===== src/design/tdpt_pkg.sv =====
// Shared widths and controller/datapath interface types for the trial division prime test.
package tdpt_pkg;

    localparam int VALUE_BITS = 31;
    // Divisor never exceeds sqrt(2^VALUE_BITS) + 2
    localparam int D_BITS     = (VALUE_BITS + 1) / 2 + 2;
    localparam int SQ_BITS    = 2 * D_BITS;
    localparam int R_BITS     = D_BITS + 1;
    localparam int CNT_BITS   = (VALUE_BITS > 1) ? $clog2(VALUE_BITS) : 1;

    typedef struct packed {
        logic load;
        logic div_start;
        logic div_step;
        logic next_div;
        logic publish;
        logic verdict;
    } t_cmd;

    typedef struct packed {
        logic trivial;
        logic trivial_prime;
        logic bound_over;
        logic bit_last;
        logic rem_next_zero;
    } t_status;

endpackage


===== src/design/tdpt_dpath.sv =====
// Datapath: candidate, divisor and square trackers, bit-serial remainder unit, result register.
module tdpt_dpath (
    input  logic                                i_clk,
    input  logic [tdpt_pkg::VALUE_BITS-1:0]     i_candidate,
    input  tdpt_pkg::t_cmd                      i_cmd,
    output tdpt_pkg::t_status                   o_status,
    output logic                                o_is_prime
);

    logic [tdpt_pkg::VALUE_BITS-1:0] r_n;
    logic [tdpt_pkg::D_BITS-1:0]     r_d;
    logic [tdpt_pkg::SQ_BITS-1:0]    r_sq;
    logic [tdpt_pkg::D_BITS-1:0]     r_rem;
    logic [tdpt_pkg::CNT_BITS-1:0]   r_cnt;
    logic                            r_out;

    logic [tdpt_pkg::R_BITS-1:0]     n_rem;
    logic [tdpt_pkg::R_BITS-1:0]     rem_shift;
    logic [tdpt_pkg::R_BITS-1:0]     d_ext;
    logic [tdpt_pkg::SQ_BITS-1:0]    n_ext;
    logic [tdpt_pkg::SQ_BITS-1:0]    sq_inc;

    assign rem_shift = {r_rem, r_n[r_cnt]};
    assign d_ext     = {1'b0, r_d};
    assign n_rem     = (rem_shift >= d_ext) ? (rem_shift - d_ext) : rem_shift;
    assign n_ext     = {{(tdpt_pkg::SQ_BITS-tdpt_pkg::VALUE_BITS){1'b0}}, r_n};
    // (d+2)^2 = d^2 + 4d + 4
    assign sq_inc    = {{(tdpt_pkg::SQ_BITS-tdpt_pkg::D_BITS-2){1'b0}}, r_d, 2'b00}
                       + tdpt_pkg::SQ_BITS'(4);

    always_comb begin
        o_status.trivial       = (r_n < tdpt_pkg::VALUE_BITS'(2)) || !r_n[0]
                                 || (r_n == tdpt_pkg::VALUE_BITS'(2));
        o_status.trivial_prime = (r_n == tdpt_pkg::VALUE_BITS'(2));
        o_status.bound_over    = (r_sq > n_ext);
        o_status.bit_last      = (r_cnt == '0);
        o_status.rem_next_zero = (n_rem == '0);
    end

    always_ff @(posedge i_clk) begin
        if (i_cmd.load) begin
            r_n  <= i_candidate;
            r_d  <= tdpt_pkg::D_BITS'(3);
            r_sq <= tdpt_pkg::SQ_BITS'(9);
        end
        if (i_cmd.next_div) begin
            r_d  <= r_d + tdpt_pkg::D_BITS'(2);
            r_sq <= r_sq + sq_inc;
        end
        if (i_cmd.div_start) begin
            r_rem <= '0;
            r_cnt <= tdpt_pkg::CNT_BITS'(tdpt_pkg::VALUE_BITS - 1);
        end
        if (i_cmd.div_step) begin
            // remainder stays below the divisor, so the top bit is always clear
            r_rem <= n_rem[tdpt_pkg::D_BITS-1:0];
            r_cnt <= r_cnt - tdpt_pkg::CNT_BITS'(1);
        end
        if (i_cmd.publish) begin
            r_out <= i_cmd.verdict;
        end
    end

    assign o_is_prime = r_out;

endmodule


===== src/design/tdpt_ctrl.sv =====
// Controller: sequences the bound test and remainder passes and owns both handshakes.
module tdpt_ctrl (
    input  logic              i_clk,
    input  logic              i_rst_n,
    input  logic              i_in_valid,
    output logic              o_in_ready,
    output logic              o_out_valid,
    input  logic              i_out_ready,
    input  tdpt_pkg::t_status i_status,
    output tdpt_pkg::t_cmd    o_cmd
);

    localparam logic [1:0] S_IDLE = 2'd0;
    localparam logic [1:0] S_TEST = 2'd1;
    localparam logic [1:0] S_DIV  = 2'd2;
    localparam logic [1:0] S_DONE = 2'd3;

    logic [1:0] r_state, n_state;
    logic       r_verdict, n_verdict;
    logic       r_out_valid, n_out_valid;
    logic       out_free;

    assign out_free   = !r_out_valid || i_out_ready;
    // no item is taken while reset is held
    assign o_in_ready = i_rst_n && (r_state == S_IDLE);

    always_comb begin
        n_state   = r_state;
        n_verdict = r_verdict;
        o_cmd     = '0;
        o_cmd.verdict = r_verdict;
        unique case (r_state)
            S_IDLE: begin
                if (i_in_valid) begin
                    o_cmd.load = 1'b1;
                    n_state    = S_TEST;
                end
            end
            S_TEST: begin
                priority if (i_status.trivial) begin
                    n_verdict = i_status.trivial_prime;
                    n_state   = S_DONE;
                end else if (i_status.bound_over) begin
                    n_verdict = 1'b1;
                    n_state   = S_DONE;
                end else begin
                    o_cmd.div_start = 1'b1;
                    n_state         = S_DIV;
                end
            end
            S_DIV: begin
                o_cmd.div_step = 1'b1;
                if (i_status.bit_last) begin
                    if (i_status.rem_next_zero) begin
                        n_verdict = 1'b0;
                        n_state   = S_DONE;
                    end else begin
                        o_cmd.next_div = 1'b1;
                        n_state        = S_TEST;
                    end
                end
            end
            S_DONE: begin
                if (out_free) begin
                    o_cmd.publish = 1'b1;
                    n_state       = S_IDLE;
                end
            end
            default: n_state = S_IDLE;
        endcase
    end

    always_comb begin
        n_out_valid = r_out_valid;
        if (o_cmd.publish) begin
            n_out_valid = 1'b1;
        end else if (i_out_ready) begin
            n_out_valid = 1'b0;
        end
    end

    always_ff @(posedge i_clk) begin
        if (!i_rst_n) begin
            r_state     <= S_IDLE;
            r_out_valid <= 1'b0;
        end else begin
            r_state     <= n_state;
            r_out_valid <= n_out_valid;
        end
        r_verdict <= n_verdict;
    end

    assign o_out_valid = r_out_valid;

    a_publish_free: assert property (@(posedge i_clk) disable iff (!i_rst_n)
        o_cmd.publish |-> (!r_out_valid || i_out_ready))
        else $error("result published over an untaken item");

    a_accept_test: assert property (@(posedge i_clk) disable iff (!i_rst_n)
        (i_in_valid && o_in_ready) |=> (r_state == S_TEST))
        else $error("accepted item did not start testing");

    a_div_next: assert property (@(posedge i_clk) disable iff (!i_rst_n)
        (r_state == S_DIV && i_status.bit_last && !i_status.rem_next_zero)
        |=> (r_state == S_TEST))
        else $error("non-zero remainder did not advance divisor");

    a_trivial_done: assert property (@(posedge i_clk) disable iff (!i_rst_n)
        (r_state == S_TEST && i_status.trivial) |=> (r_state == S_DONE && !o_in_ready))
        else $error("trivial candidate not resolved at once");

endmodule


===== src/design/trial_division_primality_test_top.sv =====
// Top level of the trial division primality test.
//
// Input channel: i_valid / o_ready carry one item, i_candidate (31-bit unsigned).
// Output channel: o_valid / i_ready carry one item, o_is_prime, per input item.
// Zero and one give 0, two gives 1, other even numbers give 0 without division.
// Odd candidates are tried against odd divisors 3, 5, 7 ... while d*d <= n;
// the square is tracked incrementally, no multiplier.
// Each divisor takes one bound test plus a restoring remainder pass over the
// 31 candidate bits, one candidate bit per cycle. The worst case is 2^31-1,
// which is tried against 23169 divisors.
// One item is worked on at a time; o_ready is high only when idle, which is
// again from the cycle in which o_valid rises.
// The result sits in an output register, so a new item is taken while the
// previous result still waits; if the receiver stalls, the finished verdict
// is held internally until the output register frees.
// Reset (i_rst_n low, synchronous) drops any item in flight, clears o_valid
// and holds o_ready low.
module trial_division_primality_test_top (
    input  logic                            i_clk,
    input  logic                            i_rst_n,
    input  logic                            i_valid,
    output logic                            o_ready,
    input  logic [tdpt_pkg::VALUE_BITS-1:0] i_candidate,
    output logic                            o_valid,
    input  logic                            i_ready,
    output logic                            o_is_prime
);

    tdpt_pkg::t_cmd    cmd;
    tdpt_pkg::t_status status;

    tdpt_ctrl u_ctrl (
        .i_clk       (i_clk),
        .i_rst_n     (i_rst_n),
        .i_in_valid  (i_valid),
        .o_in_ready  (o_ready),
        .o_out_valid (o_valid),
        .i_out_ready (i_ready),
        .i_status    (status),
        .o_cmd       (cmd)
    );

    tdpt_dpath u_dpath (
        .i_clk       (i_clk),
        .i_candidate (i_candidate),
        .i_cmd       (cmd),
        .o_status    (status),
        .o_is_prime  (o_is_prime)
    );

endmodule

===== config.mk =====
export PLATFORM = sky130hd
export DESIGN_NAME = trial_division_primality_test_top
export DESIGN_NICKNAME = d
export VERILOG_FILES = /design/src/design/tdpt_pkg.sv /design/src/design/tdpt_dpath.sv /design/src/design/tdpt_ctrl.sv /design/src/design/trial_division_primality_test_top.sv
export SDC_FILE = /design/constraint.sdc
export NUM_CORES = 1
export LEC_CHECK = 0
export ABC_AREA = 1
export BUFFER_PORTS_ARGS = -buffer_cell sky130_fd_sc_hd__buf_2
export CORE_ASPECT_RATIO = 1.25
export CORE_UTILIZATION = 30
export DETAILED_ROUTE_END_ITERATION = 7
export HOLD_SLACK_MARGIN = 0.06
export PLACE_DENSITY = 0.54
export SLEW_MARGIN = 20
export SYNTH_ARGS = -nofsm -noshare
export SYNTH_HDL_FRONTEND = slang
export SYNTH_HIERARCHICAL = 1
export SYNTH_SLANG_ARGS = --single-unit

===== constraint.sdc =====
create_clock -name i_clk -period 7.15 [get_ports i_clk]
set_clock_uncertainty 0.15 [all_clocks]
set_input_delay 0.3575 -clock i_clk [delete_from_list [all_inputs] [get_ports i_clk]]
set_output_delay 0.3575 -clock i_clk [all_outputs]
set_load 0.02 [all_outputs]

==> flow_summary.ini <==
[placed_design]
place.gp.congestion = 0.897
io_buffers = 37
pre_cts_ws_ns = 2.05
hpwl_mm = 16.8
place_area_um2 = 8540

[clocking]
cts-resized-gates = 0
numCtsBuffers = 9
cts_tree = built
cts_sinks = 109
clkSlewWorstSetupHoldPaths_ns = 0.08
clockRootBuffer = clkbuf_16
clock_path_buffers = 2
clock_latency_ns = 0.36
htree_levels = 3
postCtsSetupRepairBufs = 0

[grt]
track_usage_pct = 16.6
grt_max_degree = 51
grt_pass1_wl_mm = 35.1
grt_pass1_vias = 7036
gr-total-overflow = 0
grt_antenna_before_repair = 0

[logic_synthesis]
synth_top_area_cell = edfxtp_1
avgSynthCellArea_um2 = 8.28
syn_inst = 967
netlist_area_um2 = 8000
yosys-top-cells-area = edfxtp_1 (40%), ha_1 (13%), nand2_1 (8.9%)
synthArstFlopShare_pct = 0
synth_edf_count = 106
synth.yosys.seq_area_share_pct = 40.5
synth_seq_cells = 109
yosys_warnings = 6
synth.distinct_cells = 50
synth_top_cell_area_share_pct = 39.8
synth_nets = 1086
ys.flop_type = edfxtp_1

[timing]
setup_viol = 0
fin_crit_ns = 5.16
tns_ns = 0
worstMarginPinSlew_ns = 0.878
hold_viol = 0
fmax_mhz = 194
period_share_pct = 72.2
worst_hold_slack_ns = 0.0947
rsz0062_at_grt = no
fin_ws_ns = 1.99
slew_headroom_pct = 41.4
slew_violations = 0

[drt]
dr.pass1.iters = 6
drc = 0
ant_nets = 0
wirelength_mm = 21.8
num_vias = 6869
drt_iter0_drc = 339
routedWlPerCell_um = 15.8
drt-vias-per-instance = 4.98

[final_layout]
final_nets = 1153
layout-drive-gt1-share_pct = 7.70
n_antenna_cell = 0
n_fill_cell = 2732
final_cell_area_um2 = 9150
syn_to_final_growth_pct = 14.3

[floorplanning]
rows = 66
coreArea_um2 = 26100
initial_utilization_pct = 30.7
num_io_pins = 38
fp.dieH_um = 185
die-area_um2 = 27300
fp.dieW_um = 148

[job]
cap_violations = 0

[pwr]
internal-power_mw = 1.24
power_density_nw_per_um2 = 215
swShare_pct = 37.1
ir_drop_v = 0.0000890
p_seq_share_pct = 42.8
p_clk_share_pct = 26.0
switchingPower_mw = 0.730
p_leak_nw = 4.01
power.total_mw = 1.97
combPwrFrac_pct = 31.2

[critical_path]
cp.arrival_ns = 5.00
critPathKind = reg -> reg
worstPathMaxFanout = 50
worst_ep_required_time_ns = 6.99
end_kind = flip-flop
start_kind = flip-flop

[outcome]
outcome = completed

[min_path]
hp-class = in -> reg
[power groups by stage]
stage,Combinational (mW),Sequential [mW],Clock [mW]
6_report,0.614,0.843,0.511
3_3_place_gp,0.595,0.858,0
5_1_grt,0.700,0.851,0.550
3_5_place_dp,0.596,0.856,0
2_1_floorplan,0.457,0.827,0
4_1_cts,0.613,0.843,0.529
[logic make-up (layout without fill, tap and decap cells)]
kind of cell,count (synthesis),after routing,share of synthesized area (%)
xor+xnor,16,16,1.75
compound gates,194,194,13.6
flops,109,109,40.5
buf+inv,159,231,8.15
fa+ha+maj,84,84,13.3
simple gates,405,405,22.6
[cells in the mapped netlist, drive strengths merged, types with 2 or more instances]
master	count
xor2	11
fa	2
o21a	9
a31oi	8
buf	8
or2	2
nor4	11
nand3	56
dfxtp	3
xnor2	5
ha	82
nand2	195
nor2	86
o211ai	3
nor3	25
clkbuf	7
o2111ai	2
edfxtp	106
nand3b	2
o21ai	63
a21oi	94
inv	144
a21boi	2
nand4	24
a21o	5
[critical path, cell delays in order, from the launching register on]
cell and delay, ns:
edfxtp_1 0.79, inv_6 0.15, o21ai_2 0.17, nand3_1 0.09
nand3_2 0.10, nand3_2 0.08, nand2_4 0.14, ha_1 0.16
nor4b_1 0.30, nand4_2 0.30, nand3_4 0.40, xor2_1 0.38
nor2_1 0.09, nand2_1 0.08, nor2_1 0.07, nor3_2 0.17
buf_4 0.40, or2_2 0.18, buf_4 0.55
[repair_timing]
item                       in CTS  in global routing
hold buffers                   31                  0
hold endpoints to repair       31                  0
setup endpoints to repair       0                  0
[per-stage QoR]
step | utilization [%] | cells
after detailed placement | 32.7 | 1332
after global placement | 32.7 | 1332
after global routing | 35.0 | 1379
after CTS | 35.0 | 1379
after floorplan | - | 967
final | 35.0 | 1379
[cells in the final DEF (no fill, tap or decap), types with 2 or more instances in the layout]
cell type,count
a21boi_0,2
nand4_1,23
o21ai_0,53
o21ai_2,4
a21oi_1,92
o21ai_1,6
dlygate4sd3_1,31
a21o_1,5
nor3_1,24
o2111ai_1,2
o21a_1,9
nand2_1,189
a31oi_1,8
nand2_2,2
xnor2_1,5
o211ai_1,3
buf_2,37
inv_1,143
edfxtp_1,106
nand2_4,4
nand3_2,4
dfxtp_1,3
inv_6,4
nand3b_1,2
buf_4,3
ha_1,82
clkbuf_16,9
nand3_1,51
xor2_1,11
nor2_1,85
or2_2,2
fa_1,2
nor4_1,11
[cell type report]
class,instances,area (um^2),share of cell area [%]
clock buffer,9,225,2.46
clock inverter,7,67.6,0.739
sequential,109,3240,35.5
multi-input combinational,699,4120,45.1
tap,340,425,4.65
inverter,144,546,5.97
timing repair buffer,71,518,5.66
[sequential cells by signal, indices dropped and copies added (netlist names)]
signal / cells
u_ctrl/r_verdict: 1
u_dpath/r_sq: 33
u_ctrl/o_out_valid: 1
u_dpath/r_d: 17
u_dpath/r_n: 31
u_dpath/r_cnt: 5
u_dpath/o_is_prime: 1
u_ctrl/r_state: 2
u_dpath/r_rem: 18
[routing by layer]
layer / up-vias / routed length (um) / GRT usage, %
met5: - / 0 / 0
met4: 0 / 874 / 8.16
met3: 46 / 754 / 2.35
met2: 161 / 11200 / 30.6
met1: 3193 / 8980 / 18.7
li1: 3469 / - / -
[path summary, 6_finish.rpt]
kind                                       start                              to  slack [ns]  cells past startpoint
setup / recovery  u_dpath/r_cnt[0]$_SDFFCE_PN0P_   u_dpath/r_d[13]$_SDFFCE_PN0P_        1.99                     18
hold / removal                           i_rst_n  u_ctrl/r_state[1]$_SDFFE_PN0P_        0.09                      3
setup reg to reg  u_dpath/r_cnt[0]$_SDFFCE_PN0P_   u_dpath/r_d[13]$_SDFFCE_PN0P_        1.99                     18
hold reg to reg   u_ctrl/r_verdict$_SDFFCE_PN0P_    u_dpath/o_is_prime$_DFFE_PP_        0.27                      0
No activity file was read; power rests on OpenSTA's default activity.
